[config.mk]
export PLATFORM = sky130hd
export DESIGN_NAME = server_pool_round_robin_earliest_release_core
export DESIGN_NICKNAME = d
export VERILOG_FILES = /design/src/rtl/spool_pkg.sv /design/src/rtl/server_pool_round_robin_earliest_release_core.sv
export SDC_FILE = /design/constraint.sdc
export NUM_CORES = 1
export LEC_CHECK = 0
export BUFFER_PORTS_ARGS = -buffer_cell sky130_fd_sc_hd__buf_4
export CORE_MARGIN = 2
export CORE_UTILIZATION = 45
export DETAILED_ROUTE_END_ITERATION = 10
export MAX_ROUTING_LAYER = met4
export SYNTH_ARGS = -nofsm -noshare
export SYNTH_HDL_FRONTEND = slang
export SYNTH_SLANG_ARGS = --single-unit
export TNS_END_PERCENT = 1
[constraint.sdc]
create_clock -name clk -period 5.6 [get_ports clk]
set_input_delay 1.68 -clock clk [delete_from_list [all_inputs] [get_ports clk]]
set_output_delay 1.68 -clock clk [all_outputs]
set_load 0.03 [all_outputs]
[src/rtl/spool_pkg.sv]
// ----------------------------------------------------------------------------
// spool_pkg: shared definitions for the server pool core
// Sizes, status codes, opcodes, sequencer states and the active-count clamp.
// ----------------------------------------------------------------------------
package spool_pkg;

  localparam int MAX_SERVERS = 8;
  localparam int IDX_W       = (MAX_SERVERS > 1) ? $clog2(MAX_SERVERS) : 1;
  localparam int CNT_W       = $clog2(MAX_SERVERS + 1);
  localparam int CFG_W       = 4;
  localparam int TIME_W      = 32;
  localparam int CUST_W      = 16;
  localparam int SRC_W       = 4;
  localparam int STAT_W      = 2;

  // Result status codes.
  localparam logic [STAT_W-1:0] STAT_DONE    = 2'd0;
  localparam logic [STAT_W-1:0] STAT_FULL    = 2'd1;
  localparam logic [STAT_W-1:0] STAT_EMPTY   = 2'd2;

  // Request opcodes.
  localparam logic OP_START = 1'b0;
  localparam logic OP_STOP  = 1'b1;

  typedef enum logic [2:0] {
    ST_IDLE = 3'b001,
    ST_FREE = 3'b010,
    ST_MIN  = 3'b100
  } state_t;

  // A zero count acts as one server, anything above the pool size as the
  // whole pool.
  function automatic logic [CNT_W-1:0] active_count(input logic [CFG_W-1:0] v);
    logic [CNT_W-1:0] r;
    if (v == '0) begin
      r = CNT_W'(1);
    end else if (32'(v) > MAX_SERVERS) begin
      r = CNT_W'(MAX_SERVERS);
    end else begin
      r = CNT_W'(v);
    end
    return r;
  endfunction

endpackage

[src/rtl/server_pool_round_robin_earliest_release_core.sv]
// ----------------------------------------------------------------------------
// server_pool_round_robin_earliest_release_core
// Round-robin server allocation with an earliest-release finder, built
// around one entry-wide compare unit stepped by a small sequencer.
// ----------------------------------------------------------------------------
//
//  Channel   Handshake           Ports
//  -------   -----------------   -----------------------------------------
//  request   start & !busy       in_opcode, in_customer_id, in_source_no,
//                                in_start_time, in_service_duration
//  result    out_valid (1 cyc)   out_status ... out_busy_count
//  config    cfg_we              cfg_wdata (servers in use)
//
// A stop request goes from idle to the earliest-release scan; a start request
// first runs the free-server search and then the scan. The scan looks at the
// N active servers, one server per cycle; the search visits F (1..N) ring
// positions, one per cycle. The result strobe follows in the cycle after the
// last scan step, and busy is already low in that cycle.
// Reset is synchronous and active low; it empties the pool and sets eight
// active servers. A configuration write empties the pool the same way.
// The receiver cannot stall results: each result is shown for exactly one
// cycle and the block never waits on the result side.
// ----------------------------------------------------------------------------
module server_pool_round_robin_earliest_release_core
  import spool_pkg::*;
(
  input  logic                 clk,
  input  logic                 rst_n,
  // Request channel
  input  logic                 start,
  output logic                 busy,
  input  logic                 in_opcode,
  input  logic [CUST_W-1:0]    in_customer_id,
  input  logic [SRC_W-1:0]     in_source_no,
  input  logic [TIME_W-1:0]    in_start_time,
  input  logic [TIME_W-1:0]    in_service_duration,
  // Configuration port
  input  logic                 cfg_we,
  input  logic [CFG_W-1:0]     cfg_wdata,
  // Result channel
  output logic                 out_valid,
  output logic [STAT_W-1:0]    out_status,
  output logic [2:0]           out_server_index,
  output logic [CUST_W-1:0]    out_released_customer_id,
  output logic [SRC_W-1:0]     out_released_source_no,
  output logic                 out_next_event_valid,
  output logic [2:0]           out_next_event_index,
  output logic [TIME_W-1:0]    out_next_event_time,
  output logic [3:0]           out_busy_count
);

  // --------------------------------------------------------------------------
  // State
  // --------------------------------------------------------------------------
  state_t               state_r, state_nxt;

  logic [CFG_W-1:0]     servers_in_use_r;
  logic [MAX_SERVERS-1:0] busy_r;
  logic [TIME_W-1:0]    rel_time_r [MAX_SERVERS];
  logic [CUST_W-1:0]    cust_r     [MAX_SERVERS];
  logic [SRC_W-1:0]     src_r      [MAX_SERVERS];
  logic [IDX_W-1:0]     ring_r;
  logic [CNT_W-1:0]     busy_total_r;
  logic                 earliest_valid_r;
  logic [IDX_W-1:0]     earliest_index_r;

  // Latched request fields.
  logic [CUST_W-1:0]    req_cust_r;
  logic [SRC_W-1:0]     req_src_r;
  logic [TIME_W-1:0]    req_start_r;
  logic [TIME_W-1:0]    req_dur_r;

  // Free-server search.
  logic [IDX_W-1:0]     cand_r;
  logic [CNT_W-1:0]     step_r;

  // Earliest-release scan.
  logic [IDX_W-1:0]     scan_idx_r;
  logic                 best_valid_r;
  logic [IDX_W-1:0]     best_idx_r;
  logic [TIME_W-1:0]    best_time_r;

  // Result fields decided before the scan.
  logic [STAT_W-1:0]    res_status_r;
  logic [IDX_W-1:0]     res_index_r;
  logic [CUST_W-1:0]    res_cust_r;
  logic [SRC_W-1:0]     res_src_r;

  // Output registers.
  logic                 out_valid_r;
  logic [STAT_W-1:0]    out_status_r;
  logic [2:0]           out_server_index_r;
  logic [CUST_W-1:0]    out_cust_r;
  logic [SRC_W-1:0]     out_src_r;
  logic                 out_ne_valid_r;
  logic [2:0]           out_ne_index_r;
  logic [TIME_W-1:0]    out_ne_time_r;
  logic [3:0]           out_busy_count_r;

  // --------------------------------------------------------------------------
  // Shared combinational helpers
  // --------------------------------------------------------------------------
  logic [CNT_W-1:0]     n_act;
  logic [IDX_W-1:0]     n_last;
  logic [CNT_W-1:0]     cfg_n;
  logic                 accept;
  logic [IDX_W-1:0]     ring_succ;
  logic [IDX_W-1:0]     cand_succ;
  logic [TIME_W:0]      sum_w;
  logic [TIME_W-1:0]    rel_sat;
  logic                 stop_ok;
  logic [TIME_W-1:0]    rt_cur;
  logic                 take;
  logic                 min_valid;
  logic [IDX_W-1:0]     min_idx;
  logic [TIME_W-1:0]    min_time;
  logic                 scan_last;

  assign n_act   = active_count(servers_in_use_r);
  assign n_last  = IDX_W'(n_act - CNT_W'(1));
  assign cfg_n   = active_count(cfg_wdata);
  assign accept  = start && (state_r == ST_IDLE);

  // Next ring position, wrapping at the last active server.
  assign ring_succ = (ring_r == n_last) ? '0 : IDX_W'(ring_r + IDX_W'(1));
  assign cand_succ = (cand_r == n_last) ? '0 : IDX_W'(cand_r + IDX_W'(1));

  // Release time, saturated at all ones.
  assign sum_w   = {1'b0, req_start_r} + {1'b0, req_dur_r};
  assign rel_sat = sum_w[TIME_W] ? '1 : sum_w[TIME_W-1:0];

  // A stop frees the tracked earliest server if it is still a live one.
  assign stop_ok = earliest_valid_r && (CNT_W'(earliest_index_r) < n_act)
                   && busy_r[earliest_index_r];

  // One compare per cycle: the scanned entry against the best so far.
  assign rt_cur    = rel_time_r[scan_idx_r];
  assign take      = busy_r[scan_idx_r] && (!best_valid_r || (rt_cur < best_time_r));
  assign min_valid = best_valid_r || take;
  assign min_idx   = take ? scan_idx_r : best_idx_r;
  assign min_time  = take ? rt_cur : best_time_r;
  assign scan_last = (scan_idx_r == n_last);

  // --------------------------------------------------------------------------
  // Sequencer
  // --------------------------------------------------------------------------
  always_comb begin
    state_nxt = state_r;
    unique case (state_r)
      ST_IDLE: begin
        if (start) begin
          state_nxt = (in_opcode == OP_START) ? ST_FREE : ST_MIN;
        end
      end
      ST_FREE: begin
        if (!busy_r[cand_r] || (step_r == n_act)) begin
          state_nxt = ST_MIN;
        end
      end
      ST_MIN: begin
        if (scan_last) begin
          state_nxt = ST_IDLE;
        end
      end
      default: state_nxt = ST_IDLE;
    endcase
  end

  // Control state.
  always_ff @(posedge clk) begin
    if (!rst_n) begin
      state_r          <= ST_IDLE;
      servers_in_use_r <= CFG_W'(8);
      busy_r           <= '0;
      ring_r           <= IDX_W'(CNT_W'(MAX_SERVERS) - CNT_W'(1));
      busy_total_r     <= '0;
      earliest_valid_r <= 1'b0;
      earliest_index_r <= '0;
      out_valid_r      <= 1'b0;
    end else if (cfg_we) begin
      // A new pool size empties the pool.
      servers_in_use_r <= cfg_wdata;
      busy_r           <= '0;
      ring_r           <= IDX_W'(cfg_n - CNT_W'(1));
      busy_total_r     <= '0;
      earliest_valid_r <= 1'b0;
      earliest_index_r <= '0;
      out_valid_r      <= 1'b0;
      state_r          <= ST_IDLE;
    end else begin
      state_r     <= state_nxt;
      out_valid_r <= 1'b0;
      unique case (state_r)
        ST_IDLE: begin
          if (accept && (in_opcode == OP_STOP) && stop_ok) begin
            busy_r[earliest_index_r] <= 1'b0;
            if (busy_total_r != '0) begin
              busy_total_r <= busy_total_r - CNT_W'(1);
            end
          end
          if (accept) begin
            // The tracked earliest server is rebuilt by the scan.
            earliest_valid_r <= 1'b0;
          end
        end
        ST_FREE: begin
          if (!busy_r[cand_r]) begin
            busy_r[cand_r] <= 1'b1;
            ring_r         <= cand_r;
            busy_total_r   <= busy_total_r + CNT_W'(1);
          end
        end
        ST_MIN: begin
          if (scan_last) begin
            earliest_valid_r <= min_valid;
            earliest_index_r <= min_valid ? min_idx : '0;
            out_valid_r      <= 1'b1;
          end
        end
        default: ;
      endcase
    end
  end

  // Datapath registers: no reset needed.
  always_ff @(posedge clk) begin
    unique case (state_r)
      ST_IDLE: begin
        if (accept) begin
          req_cust_r   <= in_customer_id;
          req_src_r    <= in_source_no;
          req_start_r  <= in_start_time;
          req_dur_r    <= in_service_duration;
          cand_r       <= ring_succ;
          step_r       <= CNT_W'(1);
          scan_idx_r   <= '0;
          best_valid_r <= 1'b0;
          best_idx_r   <= '0;
          res_index_r  <= '0;
          res_cust_r   <= '0;
          res_src_r    <= '0;
          res_status_r <= STAT_DONE;
          if (in_opcode == OP_STOP) begin
            if (stop_ok) begin
              res_index_r <= earliest_index_r;
              res_cust_r  <= cust_r[earliest_index_r];
              res_src_r   <= src_r[earliest_index_r];
            end else begin
              res_status_r <= STAT_EMPTY;
            end
          end
        end
      end
      ST_FREE: begin
        if (!busy_r[cand_r]) begin
          rel_time_r[cand_r] <= rel_sat;
          cust_r[cand_r]     <= req_cust_r;
          src_r[cand_r]      <= req_src_r;
          res_index_r        <= cand_r;
        end else if (step_r == n_act) begin
          res_status_r <= STAT_FULL;
        end else begin
          cand_r <= cand_succ;
          step_r <= step_r + CNT_W'(1);
        end
      end
      ST_MIN: begin
        best_valid_r <= min_valid;
        best_idx_r   <= min_idx;
        best_time_r  <= min_time;
        scan_idx_r   <= IDX_W'(scan_idx_r + IDX_W'(1));
        if (scan_last) begin
          out_status_r       <= res_status_r;
          out_server_index_r <= 3'(res_index_r);
          out_cust_r         <= res_cust_r;
          out_src_r          <= res_src_r;
          out_ne_valid_r     <= min_valid;
          out_ne_index_r     <= min_valid ? 3'(min_idx) : 3'd0;
          out_ne_time_r      <= min_valid ? min_time : '1;
          out_busy_count_r   <= 4'(busy_total_r);
        end
      end
      default: ;
    endcase
  end

  // --------------------------------------------------------------------------
  // Outputs
  // --------------------------------------------------------------------------
  assign busy                     = (state_r != ST_IDLE);
  assign out_valid                = out_valid_r;
  assign out_status               = out_status_r;
  assign out_server_index         = out_server_index_r;
  assign out_released_customer_id = out_cust_r;
  assign out_released_source_no   = out_src_r;
  assign out_next_event_valid     = out_ne_valid_r;
  assign out_next_event_index     = out_ne_index_r;
  assign out_next_event_time      = out_ne_time_r;
  assign out_busy_count           = out_busy_count_r;

  // --------------------------------------------------------------------------
  // Assertions
  // --------------------------------------------------------------------------
  // The busy counter always matches the busy flags.
  a_count_matches: assert property (@(posedge clk) disable iff (!rst_n)
    busy_total_r == CNT_W'($countones(busy_r)))
    else $error("busy count does not match busy flags");

  // At rest, the tracked earliest server is a busy one.
  a_earliest_busy: assert property (@(posedge clk) disable iff (!rst_n)
    (state_r == ST_IDLE && earliest_valid_r) |-> busy_r[earliest_index_r])
    else $error("earliest server is not busy");

  // An accepted request makes the block busy in the next cycle.
  a_accept_busy: assert property (@(posedge clk) disable iff (!rst_n)
    (accept && !cfg_we) |=> busy)
    else $error("request accepted but block not busy");

  // The result strobe lasts a single cycle.
  a_strobe_pulse: assert property (@(posedge clk) disable iff (!rst_n)
    out_valid |=> !out_valid)
    else $error("result strobe held longer than one cycle");

  // A result comes only at the end of the earliest-release scan.
  a_result_after_scan: assert property (@(posedge clk) disable iff (!rst_n)
    out_valid |-> $past(state_r == ST_MIN))
    else $error("result without a finished scan");

endmodule
==> results of run 1 <==
Yosys cell counts, drive strengths merged (11+ instances only):
| cell type | instances |
|---|---|
| edfxtp | 636 |
| nand2 | 82 |
| ha | 73 |
| mux2 | 70 |
| mux4 | 66 |
| inv | 64 |
| a21oi | 53 |
| clkbuf | 47 |
| o21ai | 46 |
| nand2b | 43 |
| nor2 | 43 |
| a22oi | 41 |
| dfxtp | 30 |
| xnor2 | 29 |
| a31oi | 27 |
| a21o | 24 |
| a221oi | 20 |
| a22o | 20 |
| xor2 | 17 |
| buf | 13 |
| and3 | 11 |
| nor3 | 11 |
power breakdown:
part,switching (mW),leakage [nW],internal [mW]
logic,0.501,3.84,0.312
registers,0.0648,6.00,5.65
clock network,1.85,1.11,2.70
total,2.41,10.9,8.66
area by class of cell:
cell class                 count  area (um^2)  share of cell area (%)
sequential                   666        19700                   61.96
timing repair buffer         186         1459                   4.588
inverter                      64        245.2                  0.7712
clock inverter                32        305.3                  0.9600
clock buffer                  91         1957                   6.154
tap                          782        978.4                   3.077
multi-input combinational    804         7152                   22.49
kinds of logic (layout without fill, tap and decap cells):
logic type	after synthesis	count (layout)	synth area share [%]
xor gates and xnor gates	46	46	1.477
muxes	146	146	9.066
and+or+nand+nor	245	245	4.505
buffers and inverters	124	373	1.872
adders and majority gates	75	75	3.496
AOI/OAI and AO/OA	292	292	7.350
DFF	666	666	72.23
cell usage in the layout (no fill, tap or decap), drive strengths merged, types with 10 or more instances in the layout:
cell type,Yosys,routed
a22o,20,20
nor2,43,43
o21ai,46,46
nand2,82,82
nand2b,43,43
mux2,70,70
a21oi,53,53
xnor2,29,29
nor3,11,11
mux2i,10,10
and3,11,11
xor2,17,17
buf,13,186
edfxtp,636,636
a22oi,41,41
a221oi,20,20
clkbuf,47,91
a31oi,27,27
ha,73,73
mux4,66,66
inv,64,65
nand3,10,10
clkinv,0,25
dfxtp,30,30
a21o,24,24
critical path: stages (launching register included):
cell,delay (ns)
dfxtp_4,0.48
buf_12,0.40
mux4_2,0.56
mux2_2,0.34
ha_1,0.21
a2111oi_0,0.42
o31ai_1,0.23
a211oi_2,0.24
a2bb2oi_2,0.22
and3_2,0.37
buf_12,0.27
mux2_1,0.36
nand2b_1,0.14
metal layers:
layer / up-vias / global-route usage [%]
li1: 6707 / -
met1: 7312 / 27.27
met3: 67 / 2.827
met5: - / -
met2: 376 / 28.92
met4: 0 / 5.800
sequential cells by signal (all words and copies together) (netlist names), 8 cells and up, named ones only:
register	count
req_start_r	32
cust_r	128
rel_time_r	256
out_released_customer_id	16
res_cust_r	16
out_next_event_time	32
req_cust_r	16
src_r	32
best_time_r	32
busy_r	8
req_dur_r	32
final timing paths:
| path | startpoint | depth (start not counted) | to | slack (ns) |
|---|---|---|---|---|
| max | register | 12 | out_next_event_time[0] | 0.98 |
| min | res_index_r[0] | 0 | out_server_index[0] | 0.41 |
| max reg2reg | register | 12 | out_next_event_time[0] | 0.98 |
| min reg2reg | res_index_r[0] | 0 | out_server_index[0] | 0.41 |
metrics by stage:
| step | cells | setup WS [ns] |
|---|---|---|
| 3_3_place_gp | 2502 | 0.9429 |
| 2_1_floorplan | 1594 | -0.2631 |
| 6_report | 2625 | 0.9807 |
| 5_1_grt | 2625 | 0.6952 |
| 4_1_cts | 2625 | 0.8815 |
| 3_5_place_dp | 2502 | 0.9157 |
==> flow_summary.ini, run 1 <==
[yosys]
synthesis.instances = 1594
syn_nets = 1762
synth.area.top_cells = edfxtp_1, mux4_2, ha_1, dfxtp_1, mux2_4
async_reset_ff_share_pct = 0
synth_seq_cells = 666
synth_top_area_share_pct = 70.03
ys_seq_area_share_pct = 72.23
syn_area_per_cell_um2 = 17.11
synth-main-ff-cell = edfxtp_1
netlist-cell-type-count = 68
synth.cell_area_mm2 = 0.02727
synth_edf_count = 636
yosysWarningCount = 0
yosysTopAreaCell = edfxtp_1

[sta]
slew-limit-headroom_pct = 19.96
fin_crit_ns = 4.619
rsz0062_at_grt = false
finalSetupViolCount = 0
final_hold_viol_count = 0
fmax_mhz = 216.5
fin_skew_ns = 0.02452
period_share_pct = 82.49
report.final.slew_viol_count = 0
setup-tns-final_ns = 0
tightest_slew_ns = 1.201
holdWs_ns = 0.4142

[routing]
dr.first_iter.drc_count = 1048
routed_wl_um = 57520
drc_errors = 0
ant_nets = 0
wl_met2_um = 26580
wl_met3_um = 2890
viasPerCell = 5.509
drtPass1Iterations = 5
highest_layer = met4
vias = 14460
avgRoutedWirePerCell_um = 21.91
met1Wirelength_um = 26980

[global_routing]
grt_pass1_vias = 14640
grt_overflow_total = 0
grt_start_max_net_pins = 55
grt_pass1_wl_um = 88670
antenna_found_initial = 0
track_usage_pct = 19.20

[die]
row_count = 90
io_pins = 160
die_h_um = 250.2
dieArea_mm2 = 0.06259
start_util_pct = 45.35
chipWidth_um = 250.2
coreArea_mm2 = 0.06013

[clocking]
cts.repair.resized = 0
clkLatencyLatePin_ns = 0.61
path_clk_slew_ns = 0.06
cts-htree-levels = 3
cts_tree = done
cts_buffers = 72
clkSinkCount = 666
cts_root_buf = clkbuf_16
postCtsSetupBuffers = 0
cts_buffer_depth = 3
cts-hold-fix-buffers = 0

[layout]
final_cell_area_mm2 = 0.03180
nets = 1962
fin_util_pct = 52.88
fill_cells = 4889
area_growth_pct = 16.61
drive_gt1_share_pct = 23.49
antenna_cells = 0

[status]
status = completed

[placed_design]
io_buffers = 159
gp_congestion = 0.7915
hpwl_um = 34500
dpl_cell_area_mm2 = 0.02954

[worst_hold_path]
min_path_type = register to register

[setup_path]
worstPathArrival_ns = 4.95
cp-end-kind = register
cp.required_ns = 5.93
critPathMaxFanout = 54
startpoint_type = register
path_class = register to register

[power_and_ir_drop]
p_per_area_mw_per_mm2 = 348.3
ir_worst_vdd_mv = 0.2250
total_power_mw = 11.08
p_leak_nw = 10.94

[run]
drv_cap = 0
Power figures use the tool's default switching activity.
==> run 2, diff against run 1 <==
--- a/config.mk
+++ b/config.mk
@@ -5,6 +5,7 @@
 export SDC_FILE = /design/constraint.sdc
 export NUM_CORES = 1
 export LEC_CHECK = 0
+export ABC_AREA = 1
 export BUFFER_PORTS_ARGS = -buffer_cell sky130_fd_sc_hd__buf_4
 export CORE_MARGIN = 2
 export CORE_UTILIZATION = 45
==> constraint.sdc (replaced) <==
create_clock -name clk -period 4.3 [get_ports clk]
set_input_delay 1.29 -clock clk [delete_from_list [all_inputs] [get_ports clk]]
set_output_delay 1.29 -clock clk [all_outputs]
set_load 0.03 [all_outputs]
==> run 2 against run 1 <==
First-iteration DRC count increased by 9.4%. Design area increased by 2.3%. Synthesized cell count increased by 39%. Clock-buffer cell count decreased by 1. Clock power increased by 25%. Register-to-register slack got worse by 0.51 ns. Sequential share of layout area decreased by 1.4 points. Die area increased by 2.0%.
==> flow_summary.ini, run 2 <==
[worst_hold_path]
min_path_type = register to register
hold_depth = 0

[sta]
slew-limit-headroom_pct = 11.52
report.final.slew_viol_count = 0
holdWs_ns = 0.4186
period_share_pct = 89.16
tightest_slew_ns = 1.313
fin_skew_ns = 0.01794
final_hold_viol_count = 0
fin_ws_ns = 0.4660
fmax_mhz = 260.8
finalSetupViolCount = 0
fin_crit_ns = 3.834
rsz0062_at_grt = false

[layout]
top_regs = rel_time_r x256, cust_r x128
multiInputGateArea_mm2 = 0.007198
stdcell_count = 3250
regArea_mm2 = 0.01970
regMostFlops = rel_time_r
nets = 2576
final_cell_mix = edfxtp_1, nand2_1, nor2_1
layout_commonest_cell = edfxtp_1
area_growth_pct = 16.91
drive_gt1_share_pct = 16.10
fill_cells = 5199
antenna_cells = 0
fin_util_pct = 52.93
largest_reg_flops = 256

[yosys]
synth.cell_area_mm2 = 0.02784
yosys.cell_count.top_type = edfxtp_1
netlist-cell-type-count = 53
yosys-top-cells-count = edfxtp_1, nor2_1, nand2_1
async_reset_ff_share_pct = 0
yosysTopAreaCell = edfxtp_1
syn_area_per_cell_um2 = 12.59
ys_seq_area_share_pct = 70.76
synth_edf_count = 636
synth.area.top_cells = edfxtp_1, nor2_1, nand2_1, o21ai_0, ha_1
synthesis.instances = 2212
yosysWarningCount = 0
synth_top_area_share_pct = 68.60
syn_nets = 2380
synth_seq_cells = 666
synth-main-ff-cell = edfxtp_1

[die]
start_util_pct = 45.28
io_pins = 160
die_h_um = 252.7
coreArea_mm2 = 0.06148
chipWidth_um = 252.7
row_count = 91
dieArea_mm2 = 0.06387

[placed_design]
gp_congestion = 0.8498
io_buffers = 159
post-place-ws_ns = 0.5336
place_inst = 3126
hpwl_um = 38300

[clocking]
cts_buffers = 70
postCtsSetupBuffers = 0
cts_tree = done
path_clk_slew_ns = 0.06
cts-hold-fix-buffers = 0
clkLatencyLatePin_ns = 0.61
cts_buffer_depth = 3
cts-htree-levels = 3
cts.repair.resized = 0
clkSinkCount = 666
cts_root_buf = clkbuf_16

[routing]
vias = 17290
viasPerCell = 5.320
drtPass1Iterations = 5
drc_errors = 0
dr.first_iter.drc_count = 1147
routed_wl_um = 62460
avgRoutedWirePerCell_um = 19.22
ant_nets = 0

[setup_path]
cp_slowest_cell = a31oi_1
rrSetupSlack_ns = 0.47
ff2ff_path_depth = 17
startpoint_type = register
cp_cell_sequence = inv_2 -> buf_12 -> o21ai_0 -> o22ai_1 -> nor2_1 -> a31oi_1 -> ha_1 -> nand4_1 -> or3_1 -> a21oi_1 -> nor4_1 -> nand2_2 -> a21boi_4 -> buf_12 -> o21ai_2 -> nand2_1 -> nand2_1
cp.required_ns = 4.64
path_class = register to register
cp.depth = 17
cp_top_family = compound AO/OA/AOI/OAI gates
cpPeakStageDelay_ns = 0.57
crit_buf_inv = 3
cp-end-kind = register
critPathMaxFanout = 82
worstPathArrival_ns = 4.17

[global_routing]
grt_start_max_net_pins = 105
antenna_found_initial = 0
grt_overflow_total = 0
grt_pass1_vias = 17070
grt_pass1_wl_um = 96420
track_usage_pct = 20.20

[power_and_ir_drop]
p_per_area_mw_per_mm2 = 454.8
p_leak_nw = 11.81
ir_worst_vdd_mv = 0.3007

[run]
drv_cap = 0

[status]
status = completed
run 2: changes by cell type after synthesis, sizes merged, moves of 32 or more:
cell	before	now
inv	64	157
mux2	70	0
mux4	66	0
nand2	82	317
nand2b	43	0
nand3	10	54
nor2	43	297
o21ai	46	223
o22ai	6	38
run 2: kinds of logic (layout without fill, tap and decap cells):
group | after synthesis | in the layout | share of synthesized area [%]
adder cells (fa/ha/maj) | 75 | 75 | 3.425
buffers and inverters | 251 | 499 | 3.771
flip-flops | 666 | 666 | 70.76
AO/OA/AOI/OAI | 482 | 482 | 10.71
AND/OR/NAND/NOR | 704 | 704 | 10.27
XOR/XNOR | 34 | 34 | 1.070
run 2: cell type report:
cell class | count | share of cell area, %
flip-flops and latches | 666 | 60.54
multi-input cells | 1295 | 22.12
repair buffers | 216 | 5.905
clock buffers | 90 | 5.801
well taps | 790 | 3.037
inverters | 159 | 1.834
clock inverters | 34 | 0.7650
run 2: layer usage:
layer | GRT usage, % | vias to the layer above | wire (um)
met2 | 31.13 | 387 | 28970
met1 | 27.93 | 8389 | 29180
met4 | 6.306 | 0 | 1320
met3 | 2.822 | 101 | 2980
met5 | - | - | 0
li1 | - | 8414 | -
run 2: worst paths after layout:
path	end	start
setup / recovery	out_next_event_time[18]	register
hold / removal	out_released_source_no[0]	res_src_r[0]
setup reg to reg	out_next_event_time[18]	register
hold reg to reg	out_released_source_no[0]	res_src_r[0]
run 2: metrics by stage:
| stage | total power, mW | cell area, um^2 | setup TNS (ns) |
|---|---|---|---|
| 6_report | 14.80 | 32550 | 0 |
| 5_1_grt | 15.36 | 32550 | 0 |
| 4_1_cts | 14.95 | 32550 | 0 |
| 3_5_place_dp | 9.244 | 30410 | 0 |
| 3_3_place_gp | 9.200 | 30410 | 0 |
| 2_1_floorplan | 8.706 | 27860 | -80.01 |
run 2: power by group:
group / internal, mW / total (mW) / leakage (nW) / switching [mW]
combinational: 0.510 / 1.60 / 4.74 / 1.09
sequential: 7.44 / 7.51 / 6.02 / 0.0756
clock: 3.28 / 5.70 / 1.05 / 2.42
==> run 3, diff against run 2 <==
--- a/config.mk
+++ b/config.mk
@@ -7,6 +7,7 @@
 export LEC_CHECK = 0
 export ABC_AREA = 1
 export BUFFER_PORTS_ARGS = -buffer_cell sky130_fd_sc_hd__buf_4
+export CORE_ASPECT_RATIO = 1.1
 export CORE_MARGIN = 2
 export CORE_UTILIZATION = 45
 export DETAILED_ROUTE_END_ITERATION = 10
==> run 3 against run 2 <==
Clock-buffer cell count down 8. Highest routed layer unchanged. Non-clock buffer count down 11. Sequential cell count unchanged. Critical path depth up 3. Die area about the same. Clock power down 2%. Design area down 0.48%. Global-route usage down 0.18 points.
==> flow_summary.ini, run 3 (same netlist as run 2, synthesis figures left out) <==
[placed_design]
io_buffers = 159
hpwl_um = 37350
gp_congestion = 0.8733
place_inst = 3148

[worst_hold_path]
hold_start = res_cust_r[12]
hold_depth = 0
holdPathEnd = out_released_customer_id[12]
min_path_type = register to register

[setup_path]
cp-end-kind = register
cpPeakStageDelay_ns = 0.47
cp_cell_sequence = inv_2 -> buf_12 -> o21ai_0 -> o22ai_1 -> nor2_1 -> a31oi_1 -> ha_1 -> a21oi_1 -> nand2_1 -> nand2_1 -> nand2_1 -> nand2_1 -> nand2_1 -> nand2_1 -> nand2_2 -> a21boi_4 -> buf_12 -> o21ai_2 -> nand2_1 -> nand2_1
cp.required_ns = 4.64
worstPathArrival_ns = 4.11
critPathMaxFanout = 128
startpoint_type = register
path_class = register to register
cp_slowest_cell = a31oi_1
rr_endpoint = out_next_event_time[6]
cp.depth = 20
ff2ff_path_depth = 20
crit_top_cell = nand2_1
rrSetupSlack_ns = 0.53
crit_buf_inv = 3
cp_top_family = compound AO/OA/AOI/OAI gates

[clocking]
postCtsSetupBuffers = 0
cts.repair.resized = 0
clkLatencyLatePin_ns = 0.61
cts_root_buf = clkbuf_16
cts-htree-levels = 3
path_clk_slew_ns = 0.06
clkSinkCount = 666
cts_buffers = 68
cts_tree = done
cts_buffer_depth = 3
cts-hold-fix-buffers = 0

[global_routing]
grt_overflow_total = 0
grt_pass1_vias = 17030
track_usage_pct = 20.02
grt_pass1_wl_um = 95640
antenna_found_initial = 0
grt_start_max_net_pins = 129

[routing]
routed_wl_um = 61740
drc_errors = 0
avgRoutedWirePerCell_um = 18.87
ant_nets = 0
drtPass1Iterations = 5
dr.first_iter.drc_count = 1279
vias = 17380
viasPerCell = 5.311

[layout]
final_cell_mix = edfxtp_1, nand2_1, nor2_1
nets = 2563
layout_commonest_cell = edfxtp_1
top_regs = rel_time_r x256, cust_r x128
regArea_mm2 = 0.01970
fill_cells = 5198
antenna_cells = 0
drive_gt1_share_pct = 15.81
fin_util_pct = 53.01
area_growth_pct = 16.34
multiInputGateArea_mm2 = 0.007198
largest_reg_flops = 256
regMostFlops = rel_time_r
stdcell_count = 3272

[status]
status = completed

[sta]
rsz0062_at_grt = false
period_share_pct = 87.74
fin_skew_ns = 0.02247
report.final.slew_viol_count = 0
slew-limit-headroom_pct = 28.74
holdWs_ns = 0.4173
finalSetupViolCount = 0
final_hold_viol_count = 0
fin_crit_ns = 3.773
tightest_slew_ns = 1.068
fmax_mhz = 265.1

[die]
dieArea_mm2 = 0.06387
die_h_um = 264.9
chipWidth_um = 241.2
coreArea_mm2 = 0.06110
row_count = 95
start_util_pct = 45.57
io_pins = 160

[power_and_ir_drop]
p_per_area_mw_per_mm2 = 453.9
ir_worst_vdd_mv = 0.2844
total_power_mw = 14.70
p_leak_nw = 11.72

[run]
drv_cap = 0
run 3: metal layers:
| metal | track usage (%) | wire (um) | up-vias |
|---|---|---|---|
| met5 | - | 0 | - |
| met4 | 6.206 | 1249 | 0 |
| met3 | 2.812 | 3216 | 95 |
| met2 | 31.21 | 29380 | 454 |
| met1 | 27.34 | 27900 | 8440 |
| li1 | - | - | 8389 |
run 3: layout make-up:
class / instances / share of cell area (%)
Clock buffer: 82 / 5.482
Clock inverter: 41 / 0.9851
Inverter: 159 / 1.843
Multi-Input combinational cell: 1295 / 22.22
Sequential cell: 666 / 60.84
Tap cell: 824 / 3.183
Timing Repair Buffer: 205 / 5.447
run 3: through the flow:
step	setup TNS (ns)	setup slack [ns]	area, um^2
floorplan	-80.01	-1.003	27860
global placement	0	0.6383	30290
detailed placement	0	0.6037	30290
CTS	0	0.5627	32380
global route	0	0.1843	32390
finish	0	0.5272	32390
run 3: how the worst max path moves through the flow:
stage          slack, ns                       to  startpoint
3_3_place_gp        0.64  out_next_event_time[16]    register
3_5_place_dp        0.60         rel_time_r[5][5]   cand_r[0]
6_report            0.53   out_next_event_time[6]    register
4_1_cts             0.56   out_next_event_time[6]    register
5_1_grt             0.18   out_next_event_time[9]    register
2_1_floorplan      -1.00        out_busy_count[0]  state_r[2]
run 3: power by group:
group	leakage [nW]	switching, mW	total, mW	internal (mW)
combinational	4.67	1.08	1.59	0.511
clock	1.03	2.40	5.60	3.20
sequential	6.02	0.0773	7.51	7.43
